`src/rtl/dqb_pkg.sv`:
```
// Shared types, constants and byte tables for the DNS query builder.
`timescale 1ns / 1ps

package dqb_pkg;

  localparam logic [7:0] DOT_CHAR       = 8'h2E;
  localparam logic [15:0] QCLASS_INET   = 16'd1;
  localparam logic [15:0] QTYPE_RST     = 16'd1;
  localparam int unsigned HDR_BYTES     = 12;
  localparam int unsigned TRAIL_BYTES   = 5;

  // Configuration register indexes
  localparam logic CFG_QUERY_ID = 1'b0;
  localparam logic CFG_QTYPE    = 1'b1;

  typedef enum logic [2:0] {
    ST_IDLE,
    ST_HDR,
    ST_LEN,
    ST_DATA,
    ST_TRAIL
  } seq_state_t;

  // Header: ID, flags 0x0100 (RD), QDCOUNT 1, three zero counts.
  function automatic logic [7:0] hdr_byte(input logic [3:0] idx, input logic [15:0] qid);
    logic [7:0] b;
    case (idx)
      4'd0:    b = qid[15:8];
      4'd1:    b = qid[7:0];
      4'd2:    b = 8'h01;
      4'd5:    b = 8'h01;
      default: b = 8'h00;
    endcase
    return b;
  endfunction

  // Trailer: root terminator, QTYPE, QCLASS.
  function automatic logic [7:0] trail_byte(input logic [2:0] idx, input logic [15:0] qtype);
    logic [7:0] b;
    case (idx)
      3'd1:    b = qtype[15:8];
      3'd2:    b = qtype[7:0];
      3'd3:    b = QCLASS_INET[15:8];
      3'd4:    b = QCLASS_INET[7:0];
      default: b = 8'h00;
    endcase
    return b;
  endfunction

endpackage

```
`src/rtl/dqb_label_mem.sv`:
```
// Label byte store: one write port, one registered read port.
`timescale 1ns / 1ps

module dqb_label_mem #(
  parameter int DEPTH = 32,
  parameter int AW    = 5
) (
  input  logic          clk,
  input  logic          we,
  input  logic [AW-1:0] waddr,
  input  logic [7:0]    wdata,
  input  logic          re,
  input  logic [AW-1:0] raddr,
  output logic [7:0]    rdata
);

  logic [7:0] mem [DEPTH];

  always_ff @(posedge clk) begin
    if (we) begin
      mem[waddr] <= wdata;
    end
  end

  always_ff @(posedge clk) begin
    if (re) begin
      rdata <= mem[raddr];
    end
  end

endmodule

```
`src/rtl/dqb_seq.sv`:
```
// Message sequencer: label bookkeeping, header/label/trailer emission, output register.
`timescale 1ns / 1ps

module dqb_seq #(
  parameter int MAX_LABEL = 32,
  parameter int AW        = 5,
  parameter int LW        = 6
) (
  input  logic          clk,
  input  logic          rst_n,
  input  logic          in_valid,
  output logic          in_ready,
  input  logic [7:0]    in_name_char,
  input  logic          in_name_end,
  input  logic [15:0]   query_id,
  input  logic [15:0]   qtype,
  output logic          mem_we,
  output logic [AW-1:0] mem_waddr,
  output logic [7:0]    mem_wdata,
  output logic          mem_re,
  output logic [AW-1:0] mem_raddr,
  input  logic [7:0]    mem_rdata,
  output logic          out_valid,
  input  logic          out_ready,
  output logic [7:0]    out_byte,
  output logic          out_packet_last,
  output logic          out_label_too_long
);

  localparam int CW = (LW > 4) ? LW : 4;

  dqb_pkg::seq_state_t state_r, state_nxt;
  logic          in_message_r, in_message_nxt;
  logic [LW-1:0] len_r, len_nxt;
  logic          ovf_r, ovf_nxt;
  logic          dot_r, dot_nxt;
  logic          end_r, end_nxt;
  logic [CW-1:0] cnt_r, cnt_nxt;

  logic          ov_r;
  logic [7:0]    ob_r;
  logic          olast_r;
  logic          otl_r;

  logic          accept;
  logic          in_dot;
  logic          has_room;
  logic          out_free;
  logic          emit;
  logic [7:0]    emit_byte;
  logic          emit_last;
  logic          emit_tl;
  logic [CW-1:0] len_ext;
  logic [CW-1:0] cnt_inc;

  assign in_ready = (state_r == dqb_pkg::ST_IDLE);
  assign accept   = in_valid && in_ready;
  assign in_dot   = (in_name_char == dqb_pkg::DOT_CHAR);
  assign has_room = (len_r < LW'(MAX_LABEL));
  assign out_free = !ov_r || out_ready;
  assign emit     = (state_r != dqb_pkg::ST_IDLE) && out_free;
  assign len_ext  = CW'(len_r);
  assign cnt_inc  = cnt_r + CW'(1);

  // Next state and bookkeeping
  always_comb begin
    state_nxt      = state_r;
    in_message_nxt = in_message_r;
    len_nxt        = len_r;
    ovf_nxt        = ovf_r;
    dot_nxt        = dot_r;
    end_nxt        = end_r;
    cnt_nxt        = cnt_r;
    case (state_r)
      dqb_pkg::ST_IDLE: begin
        if (accept) begin
          in_message_nxt = !in_name_end;
          dot_nxt        = in_dot;
          end_nxt        = in_name_end;
          cnt_nxt        = '0;
          if (!in_dot) begin
            if (has_room) begin
              len_nxt = len_r + LW'(1);
            end else begin
              ovf_nxt = 1'b1;
            end
          end
          if (!in_message_r) begin
            state_nxt = dqb_pkg::ST_HDR;
          end else if (in_dot || in_name_end) begin
            state_nxt = dqb_pkg::ST_LEN;
          end
        end
      end
      dqb_pkg::ST_HDR: begin
        if (emit) begin
          cnt_nxt = cnt_inc;
          if (cnt_r == CW'(dqb_pkg::HDR_BYTES - 1)) begin
            cnt_nxt   = '0;
            state_nxt = (dot_r || end_r) ? dqb_pkg::ST_LEN : dqb_pkg::ST_IDLE;
          end
        end
      end
      dqb_pkg::ST_LEN: begin
        if (emit) begin
          cnt_nxt = '0;
          if (len_r == '0) begin
            ovf_nxt   = 1'b0;
            state_nxt = end_r ? dqb_pkg::ST_TRAIL : dqb_pkg::ST_IDLE;
          end else begin
            state_nxt = dqb_pkg::ST_DATA;
          end
        end
      end
      dqb_pkg::ST_DATA: begin
        if (emit) begin
          cnt_nxt = cnt_inc;
          if (cnt_inc == len_ext) begin
            cnt_nxt   = '0;
            len_nxt   = '0;
            ovf_nxt   = 1'b0;
            state_nxt = end_r ? dqb_pkg::ST_TRAIL : dqb_pkg::ST_IDLE;
          end
        end
      end
      dqb_pkg::ST_TRAIL: begin
        if (emit) begin
          cnt_nxt = cnt_inc;
          if (cnt_r == CW'(dqb_pkg::TRAIL_BYTES - 1)) begin
            cnt_nxt   = '0;
            state_nxt = dqb_pkg::ST_IDLE;
          end
        end
      end
      default: begin
        state_nxt = dqb_pkg::ST_IDLE;
      end
    endcase
  end

  // Emitted byte and memory accesses
  always_comb begin
    emit_byte = 8'h00;
    emit_last = 1'b0;
    emit_tl   = 1'b0;
    mem_re    = 1'b0;
    mem_raddr = '0;
    mem_we    = accept && !in_dot && has_room;
    mem_waddr = len_r[AW-1:0];
    mem_wdata = in_name_char;
    case (state_r)
      dqb_pkg::ST_HDR: begin
        emit_byte = dqb_pkg::hdr_byte(cnt_r[3:0], query_id);
      end
      dqb_pkg::ST_LEN: begin
        emit_byte = 8'(len_r);
        emit_tl   = ovf_r;
        // prefetch the first label byte
        mem_re    = emit && (len_r != '0);
      end
      dqb_pkg::ST_DATA: begin
        emit_byte = mem_rdata;
        mem_re    = emit && (cnt_inc < len_ext);
        mem_raddr = cnt_inc[AW-1:0];
      end
      dqb_pkg::ST_TRAIL: begin
        emit_byte = dqb_pkg::trail_byte(cnt_r[2:0], qtype);
        emit_last = (cnt_r == CW'(dqb_pkg::TRAIL_BYTES - 1));
      end
      default: begin
        emit_byte = 8'h00;
      end
    endcase
  end

  always_ff @(posedge clk) begin
    if (!rst_n) begin
      state_r      <= dqb_pkg::ST_IDLE;
      in_message_r <= 1'b0;
      len_r        <= '0;
      ovf_r        <= 1'b0;
      dot_r        <= 1'b0;
      end_r        <= 1'b0;
      cnt_r        <= '0;
      ov_r         <= 1'b0;
    end else begin
      state_r      <= state_nxt;
      in_message_r <= in_message_nxt;
      len_r        <= len_nxt;
      ovf_r        <= ovf_nxt;
      dot_r        <= dot_nxt;
      end_r        <= end_nxt;
      cnt_r        <= cnt_nxt;
      if (emit) begin
        ov_r <= 1'b1;
      end else if (out_ready) begin
        ov_r <= 1'b0;
      end
    end
  end

  // Output register payload; hold while the beat is stalled
  always_ff @(posedge clk) begin
    if (emit) begin
      ob_r    <= emit_byte;
      olast_r <= emit_last;
      otl_r   <= emit_tl;
    end
  end

  assign out_valid          = ov_r;
  assign out_byte           = ob_r;
  assign out_packet_last    = olast_r;
  assign out_label_too_long = otl_r;

`ifndef SYNTHESIS
  a_len_bound: assert property (@(posedge clk) disable iff (!rst_n)
    len_r <= LW'(MAX_LABEL))
    else $error("label length beyond MAX_LABEL");

  a_ovf_full: assert property (@(posedge clk) disable iff (!rst_n)
    ovf_r |-> (len_r == LW'(MAX_LABEL)))
    else $error("overflow flagged on a label that is not full");

  a_tl_len: assert property (@(posedge clk) disable iff (!rst_n)
    (out_valid && out_label_too_long) |-> (out_byte == 8'(MAX_LABEL)))
    else $error("truncation flag on a byte other than a full length byte");

  a_last_closed: assert property (@(posedge clk) disable iff (!rst_n)
    (emit && emit_last) |=> (!in_message_r && len_r == '0 && !ovf_r))
    else $error("message closed with name state left open");
`endif

endmodule

```
`src/rtl/dns_query_builder_unit.sv`:
```
// Top level of the DNS query builder: configuration registers, sequencer and label store.
`timescale 1ns / 1ps

// Usage:
//   Input channel (in_valid/in_ready): one name character per beat, with
//   in_name_end marking the last character of the dotted name.
//   Output channel (out_valid/out_ready): one message byte per beat in wire
//   order; out_packet_last flags the low class byte, out_label_too_long a
//   length byte whose label was cut at MAX_LABEL characters.
//   Configuration: cfg_we writes cfg_wdata into query_id (index 0) or the
//   record type (index 1); write only while no message bytes are pending.
// Timing:
//   A character that neither opens a name nor closes a label emits no bytes.
//   The first character of a name adds the header, a dot or the last character
//   adds the length byte and the label bytes, and the last character adds the
//   trailer; the sequencer emits one byte per cycle into the output register
//   while it is free, and takes the next character once the item is fully emitted.
//   Label bytes come back from the label store in the cycle after their read.
//   A stalled receiver holds the output beat and freezes the sequencer.
// Reset: synchronous rst_n returns to idle with no header sent, an empty label,
//   query_id 0 and record type 1; the label store needs no clearing.

module dns_query_builder_unit #(
  parameter int MAX_LABEL = 32
) (
  input  logic        clk,
  input  logic        rst_n,
  input  logic        in_valid,
  output logic        in_ready,
  input  logic [7:0]  in_name_char,
  input  logic        in_name_end,
  output logic        out_valid,
  input  logic        out_ready,
  output logic [7:0]  out_byte,
  output logic        out_packet_last,
  output logic        out_label_too_long,
  input  logic        cfg_we,
  input  logic        cfg_index,
  input  logic [15:0] cfg_wdata
);

  localparam int AW = (MAX_LABEL > 1) ? $clog2(MAX_LABEL) : 1;
  localparam int LW = $clog2(MAX_LABEL + 1);

  logic [15:0]   query_id_r;
  logic [15:0]   qtype_r;
  logic          mem_we;
  logic [AW-1:0] mem_waddr;
  logic [7:0]    mem_wdata;
  logic          mem_re;
  logic [AW-1:0] mem_raddr;
  logic [7:0]    mem_rdata;

  always_ff @(posedge clk) begin
    if (!rst_n) begin
      query_id_r <= '0;
      qtype_r    <= dqb_pkg::QTYPE_RST;
    end else if (cfg_we) begin
      case (cfg_index)
        dqb_pkg::CFG_QUERY_ID: query_id_r <= cfg_wdata;
        dqb_pkg::CFG_QTYPE:    qtype_r    <= cfg_wdata;
        default: begin
          query_id_r <= query_id_r;
        end
      endcase
    end
  end

  dqb_label_mem #(
    .DEPTH (MAX_LABEL),
    .AW    (AW)
  ) u_mem (
    .clk   (clk),
    .we    (mem_we),
    .waddr (mem_waddr),
    .wdata (mem_wdata),
    .re    (mem_re),
    .raddr (mem_raddr),
    .rdata (mem_rdata)
  );

  dqb_seq #(
    .MAX_LABEL (MAX_LABEL),
    .AW        (AW),
    .LW        (LW)
  ) u_seq (
    .clk                (clk),
    .rst_n              (rst_n),
    .in_valid           (in_valid),
    .in_ready           (in_ready),
    .in_name_char       (in_name_char),
    .in_name_end        (in_name_end),
    .query_id           (query_id_r),
    .qtype              (qtype_r),
    .mem_we             (mem_we),
    .mem_waddr          (mem_waddr),
    .mem_wdata          (mem_wdata),
    .mem_re             (mem_re),
    .mem_raddr          (mem_raddr),
    .mem_rdata          (mem_rdata),
    .out_valid          (out_valid),
    .out_ready          (out_ready),
    .out_byte           (out_byte),
    .out_packet_last    (out_packet_last),
    .out_label_too_long (out_label_too_long)
  );

endmodule

```
`config.mk`:
```
export PLATFORM = sky130hd
export DESIGN_NAME = dns_query_builder_unit
export DESIGN_NICKNAME = d
export VERILOG_FILES = /design/src/rtl/dqb_pkg.sv /design/src/rtl/dqb_label_mem.sv /design/src/rtl/dqb_seq.sv /design/src/rtl/dns_query_builder_unit.sv
export SDC_FILE = /design/constraint.sdc
export NUM_CORES = 1
export LEC_CHECK = 0
export BUFFER_PORTS_ARGS = -buffer_cell sky130_fd_sc_hd__buf_2
export CAP_MARGIN = 20
export CELL_PAD_IN_SITES_DETAIL_PLACEMENT = 1
export CELL_PAD_IN_SITES_GLOBAL_PLACEMENT = 1
export CORE_MARGIN = 2
export CORE_UTILIZATION = 47
export CTS_CLUSTER_SIZE = 14
export DETAILED_ROUTE_END_ITERATION = 8
export GPL_ROUTABILITY_DRIVEN = 0
export PLACE_DENSITY = 0.86
export SETUP_SLACK_MARGIN = 0.3
export SLEW_MARGIN = 20
export SYNTH_ARGS = -nofsm -noshare
export SYNTH_HDL_FRONTEND = slang
export SYNTH_SLANG_ARGS = --single-unit
```
`constraint.sdc`:
```
create_clock -name clk -period 3.39 [get_ports clk]
set_input_delay 0.339 -clock clk [delete_from_list [all_inputs] [get_ports clk]]
set_output_delay 0.339 -clock clk [all_outputs]
set_load 0.01 [all_outputs]
```
==> results of run 1 <==
[final cells by class]
class / instances / share of cell area
clock buffers: 42 / 0.0596
clock inverters: 20 / 0.0126
inverters: 13 / 0.00308
multi-input cells: 617 / 0.261
flip-flops and latches: 326 / 0.586
well taps: 384 / 0.0303
repair buffers: 111 / 0.0476
[cells in the mapped netlist, drive strengths merged, types with 3 or more instances]
cell type    n
a211oi      18
a21oi       51
a221oi      12
a22o         8
a22oi        9
a311oi       7
a31oi        8
and3         6
buf         20
clkbuf      44
dfxtp       52
edfxtp     274
ha          14
inv         12
mux2         9
mux2i       21
mux4        22
nand2      108
nand2b      19
nand3       27
nor2        93
nor2b        5
nor3        22
nor3b        6
o211ai      11
o21ai       51
o221ai      26
o22ai        8
o311ai       3
or3         12
xnor2        5
[tightest hold or removal path: stages]
cell and delay, ns:
buf_2 0.10, nand2_1 0.05, a21oi_1 0.05
[metrics by stage]
stage | area, µm² | utilization
2_1_floorplan | 13700 | -
3_3_place_gp | 14600 | 0.511
3_5_place_dp | 14600 | 0.511
4_1_cts | 15800 | 0.551
5_1_grt | 15800 | 0.553
6_report | 15800 | 0.553
[cell usage in the layout, fill, tap and decap left out, types with 3 or more instances in the layout]
master,instances
bufinv_16,3
nand2_1,108
nand3_1,26
nor2_1,93
dfxtp_1,50
o21ai_0,46
a22o_1,8
inv_6,3
nand2b_1,19
mux2_2,9
clkbuf_16,36
inv_2,3
a31oi_1,8
a21oi_1,50
o211ai_1,11
buf_2,42
a22oi_1,9
or3_1,12
mux4_2,22
and3_1,6
inv_1,9
o221ai_1,26
clkbuf_1,4
ha_1,12
nor3_1,21
clkinv_1,6
nor2b_1,4
a211oi_1,18
buf_4,67
edfxtp_1,274
clkinv_2,5
o22ai_1,8
a221oi_1,12
xnor2_1,4
o21ai_1,5
nor3b_1,5
a311oi_1,7
mux2i_1,21
[worst paths after layout]
path	from	endpoint	slack (ns)	cells past startpoint
worst max-delay path	u_seq.cnt_r[3]	u_seq.cnt_r[2]	0.32	9
worst min-delay path	cfg_wdata[13]	query_id_r[13]	0.07	3
worst max register to register	u_seq.cnt_r[3]	u_seq.cnt_r[2]	0.32	9
worst min register to register	query_id_r[14]	query_id_r[14]	0.46	2
[flip-flops by register name, indices dropped and copies added, names as in the netlist]
| name | count |
|---|---|
| u_seq.out_byte | 8 |
| u_mem.rdata | 8 |
| u_seq.state_r | 3 |
| u_seq.in_message_r | 1 |
| u_seq.out_valid | 1 |
| u_seq.ovf_r | 1 |
| u_mem.mem | 256 |
| u_seq.end_r | 1 |
| query_id_r | 16 |
| u_seq.len_ext | 6 |
| u_seq.dot_r | 1 |
| u_seq.cnt_r | 6 |
| u_seq.out_packet_last | 1 |
| qtype_r | 16 |
| u_seq.out_label_too_long | 1 |
[what timing repair did]
item	CTS	global route
pin swaps	0	2
setup buffers	0	3
resized for setup	3	5
hold buffers	0	0
setup endpoints to repair	3	2
[cells by family after synthesis]
kind of cell	count (synthesis)	synth area share
AND/OR/NAND/NOR	318	0.109
buffers and inverters	77	0.0236
flip-flops	326	0.680
adder cells (fa/ha/maj)	14	0.0128
AO/OA/AOI/OAI	226	0.111
XOR/XNOR	7	0.00505
multiplexers	52	0.0592
[per-layer routing]
layer	wire, µm	share of wire	global-route usage
met1	16000	0.39	0.351
met2	20100	0.49	0.453
met3	2950	0.072	0.0455
met4	2100	0.051	0.135
met5	0	0	0
[where the power goes]
| part | internal, W | switching [W] | total, W |
|---|---|---|---|
| logic | 0.000519 | 0.00105 | 0.00157 |
| registers | 0.00451 | 0.0000754 | 0.00458 |
| clock network | 0.00223 | 0.00162 | 0.00385 |
==> run_results.csv, run 1 <==
group,metric,value,unit
drt,finalWirelength,41.2,mm
drt,wl_per_cell,27.2,µm
final_layout,antenna_cells,0,
synthesis,post-synth-top-area-cell,"edfxtp_1",
hold_path,hold_class,"in2reg",
power_and_ir_drop,peakVddDrop,477,µV
clocking,cts_max_path_buffers,3,
sta,whs,0.0700,ns
final_layout,fill_cells,2808,
final_layout,area_growth,16.2,%
floorplanning,core_area,28600,µm²
sta,slew_headroom,0.419,
global_route,grt_usage,0.274,
final_layout,multi_input_area,4140,µm²
synthesis,synth_ff_type,"edfxtp_1",
drt,final_antenna_net_count,0,
sta,worstMarginPinSlew,0.870,ns
floorplanning,io_pins,43,
synthesis,synth_enable_flop_cells,274,
setup_path,crit_family,"simple AND/OR/NAND/NOR gates",
placed_design,dp_slack,0.202,ns
clocking,root_buffer,"clkbuf_16",
sta,maxSlewViolCount,0,
power_and_ir_drop,power_density,631,nW/µm²
final_layout,fin_nets,1150,
setup_path,critPathMaxStageDelay,0.54,ns
synthesis,synth_cell_types,67,
floorplanning,die_h,174,µm
clocking,numCtsBuffers,36,
status,status,"finished, final reports clean",
placed_design,dp_cells,1448,
final_layout,seq_area,9280,µm²
synthesis,yosysSeqAreaShare,0.680,
setup_path,cp.required,3.84,ns
synthesis,avgSynthCellArea,13.4,µm²
setup_path,crit_top_cell,"and4_1",
synthesis,synthCells,1020,
sta,fin_skew,0.0125,ns
setup_path,worstSetupPathType,"reg2reg",
drt,drt_iter0_markers,1063,
global_route,overflow,0,
synthesis,syn_area,13600,µm²
clocking,cts_tree,"built",
placed_design,dpl.hpwl,25.6,mm
final_layout,stdcell_count,1513,
clocking,insertion_delay,0.53,ns
setup_path,crit_chain,"nand3_1, xor2_2, inv_1, ha_1, and4_1, and4_1, o32a_4, or4b_1, a21oi_2",
setup_path,cp-start-kind,"register",
global_route,grt_max_degree,47,
clocking,h-tree-depth,2,
global_route,grt_first_pass_wirelength,62.6,mm
sta,setup_ws,0.325,ns
floorplanning,start_util,0.476,
synthesis,syn-num-nets,1065,
drt,drc,0,
sta,hold_viol,0,
clocking,clkSinkCount,326,
synthesis,yosysWarnings,0,
setup_path,path_max_fanout,9,
sta,final.setup.tns,0,ns
drt,dr.pass1.iters,7,
setup_path,worstPathArrival,3.51,ns
global_route,grt_antenna_before_repair,1,
power_and_ir_drop,p_leak,5.17,nW
global_route,first_global_vias,10100,
sta,setup_violations,0,
placed_design,io_buffers,42,
synthesis,synthDominantCellAreaShare,0.603,
power_and_ir_drop,p_total,0.0100,W
floorplanning,dieArea,30400,µm²
setup_path,cpMaxStageDelayCell,"or4b_1",
floorplanning,rows,62,
sta,rsz0062_at_grt,"false",
drt,vias_per_cell,6.32,
job,drv_cap,0,
setup_path,end_kind,"register",
sta,clock.fmax,326,MHz
synthesis,ys_ff_latch,326,
synthesis,async_reset_ff_frac,0,
synthesis,synth_area_leaders,"edfxtp_1 (60%), dfxtp_1 (7.6%), mux4_2 (3.6%)",
final_layout,drive_gt1_frac,0.192,
drt,vias,9557,
setup_path,path_buf_inv,1,
floorplanning,chipWidth,174,µm
sta,period_minus_slack,3.07,ns
clocking,path_clk_slew,0.06,ns
sta,fin_crit_sh,0.904,
Note: power is estimated with default switching activity, not from simulation.
==> run 2: changes to the inputs <==
- CORE_MARGIN: 2 -> not set
- SKIP_CTS_REPAIR_TIMING: not set -> 1
- TNS_END_PERCENT: not set -> 30
==> run 2 against run 1 <==
Effect of this change:
- combinational power about the same
- critical endpoint is now u_mem.rdata[4]
- largest cell class unchanged
- highest routed layer unchanged
- die area decreased by 2.3%
- first-iteration DRC count increased by 9.4%
==> run_results.csv, run 2 (synthesis gave the netlist of run 1 again) <==
group,metric,value,unit
setup_path,worstSetupPathType,"reg2reg",
final_layout,regMostFlops,"u_mem.mem",
final_layout,final_cell_mix,"edfxtp_1 (274), nand2_1 (108), nor2_1 (93)",
clocking,root_buffer,"clkbuf_16",
setup_path,worstPathArrival,3.25,ns
sta,slew_headroom,0.237,
final_layout,stdcell_count,1515,
setup_path,end_kind,"register",
floorplanning,core_area,28200,µm²
global_route,grt_max_degree,47,
final_layout,area_growth,16.6,%
placed_design,io_buffers,42,
drt,wl_per_cell,26.8,µm
drt,vias,9562,
global_route,grt_first_pass_wirelength,60.9,mm
final_layout,largest_reg_flops,256,
drt,finalWirelength,40.6,mm
power_and_ir_drop,p_leak,5.21,nW
floorplanning,io_pins,43,
floorplanning,dieArea,29700,µm²
floorplanning,chipWidth,172,µm
drt,dr.pass1.iters,5,
setup_path,cp.required,3.65,ns
placed_design,placed_area,14700,µm²
sta,clock.fmax,335,MHz
clocking,cts_max_path_buffers,3,
status,status,"finished, final reports clean",
sta,rsz0062_at_grt,"false",
drt,drc,0,
drt,drt_iter0_markers,1163,
setup_path,ff2ff_path_depth,6,
setup_path,path_max_fanout,12,
sta,worstMarginPinSlew,1.14,ns
final_layout,fin_area,15900,µm²
clocking,cts_tree,"built",
sta,fin_crit_sh,0.882,
setup_path,crit_start,"u_seq.state_r[1]",
floorplanning,rows,61,
clocking,clkSinkCount,326,
power_and_ir_drop,peakVddDrop,419,µV
placed_design,dp_cells,1448,
setup_path,r2r_end,"u_mem.rdata[4]",
setup_path,endpoint,"u_mem.rdata[4]",
clocking,numCtsBuffers,35,
global_route,grt_antenna_before_repair,0,
clocking,h-tree-depth,2,
setup_path,cp-start-kind,"register",
setup_path,worst-r2r-setup-slack,0.40,ns
placed_design,dpl.hpwl,25.2,mm
global_route,grt_usage,0.281,
sta,maxSlewViolCount,0,
sta,fin_skew,0.0172,ns
global_route,overflow,0,
hold_path,hold_class,"in2reg",
drt,vias_per_cell,6.31,
final_layout,antenna_cells,0,
sta,period_minus_slack,2.99,ns
final_layout,reg_top3,"u_mem.mem (256), qtype_r (16), query_id_r (16)",
final_layout,final_common_cell,"edfxtp_1",
global_route,first_global_vias,9944,
sta,final.setup.tns,0,ns
clocking,path_clk_slew,0.07,ns
sta,hold_viol,0,
floorplanning,die_h,172,µm
setup_path,rr_startpoint,"u_seq.state_r[1]",
clocking,insertion_delay,0.53,ns
final_layout,utilization,0.564,
sta,setup_violations,0,
drt,final_antenna_net_count,0,
power_and_ir_drop,power_density,637,nW/µm²
floorplanning,start_util,0.484,
job,drv_cap,0,
final_layout,drive_gt1_frac,0.194,
final_layout,fin_nets,1156,
run 2: layout make-up:
class,instances,area [µm²]
inverter,13,48.8
fill,2771,12300
tap,378,473
multi-input combinational,617,4120
clock inverter,20,244
sequential,326,9280
clock buffer,43,937
timing repair buffer,118,793
run 2: power by group:
group / total [W] / switching (W) / internal [W]
clock: 0.00397 / 0.00161 / 0.00236
sequential: 0.00458 / 0.0000795 / 0.00450
combinational: 0.00158 / 0.00104 / 0.000534
total: 0.0101 / 0.00273 / 0.00740
run 2: worst min-delay path by stage:
stage / from / end / slack, ns / cells after the start
floorplan: rst_n / qtype_r[0] / 0.41 / 1
global placement: qtype_r[14] / qtype_r[14] / 0.44 / 2
detailed placement: u_seq.dot_r / u_seq.dot_r / 0.45 / 2
CTS: cfg_wdata[1] / qtype_r[1] / 0.06 / 3
global route: cfg_wdata[1] / qtype_r[1] / 0.08 / 3
finish: cfg_wdata[1] / qtype_r[1] / 0.07 / 3
run 2: metal layers:
layer / track usage / wire length, µm / up-vias
li1: - / - / 4095
met1: 0.351 / 16000 / 4906
met2: 0.477 / 20300 / 451
met3: 0.0510 / 2710 / 110
met4: 0.128 / 1610 / 0
met5: 0 / 0 / -
run 2: worst max-delay path: stages, from the launching register on:
cell and delay, ns:
dfxtp_1 0.65, and3b_1 0.66, buf_4 0.29, nand2_1 0.25, nor2_1 0.60, a22o_1 0.23, a31oi_1 0.04
run 2: through the flow:
stage	setup slack (ns)	hold slack, ns	power, W
after global placement	0.354	0.442	0.00609
final	0.402	0.0697	0.0101
after CTS	0.213	0.0622	0.0101
after floorplan	0.310	0.411	0.00558
after global routing	0.317	0.0828	0.0104
after detailed placement	0.267	0.446	0.00616
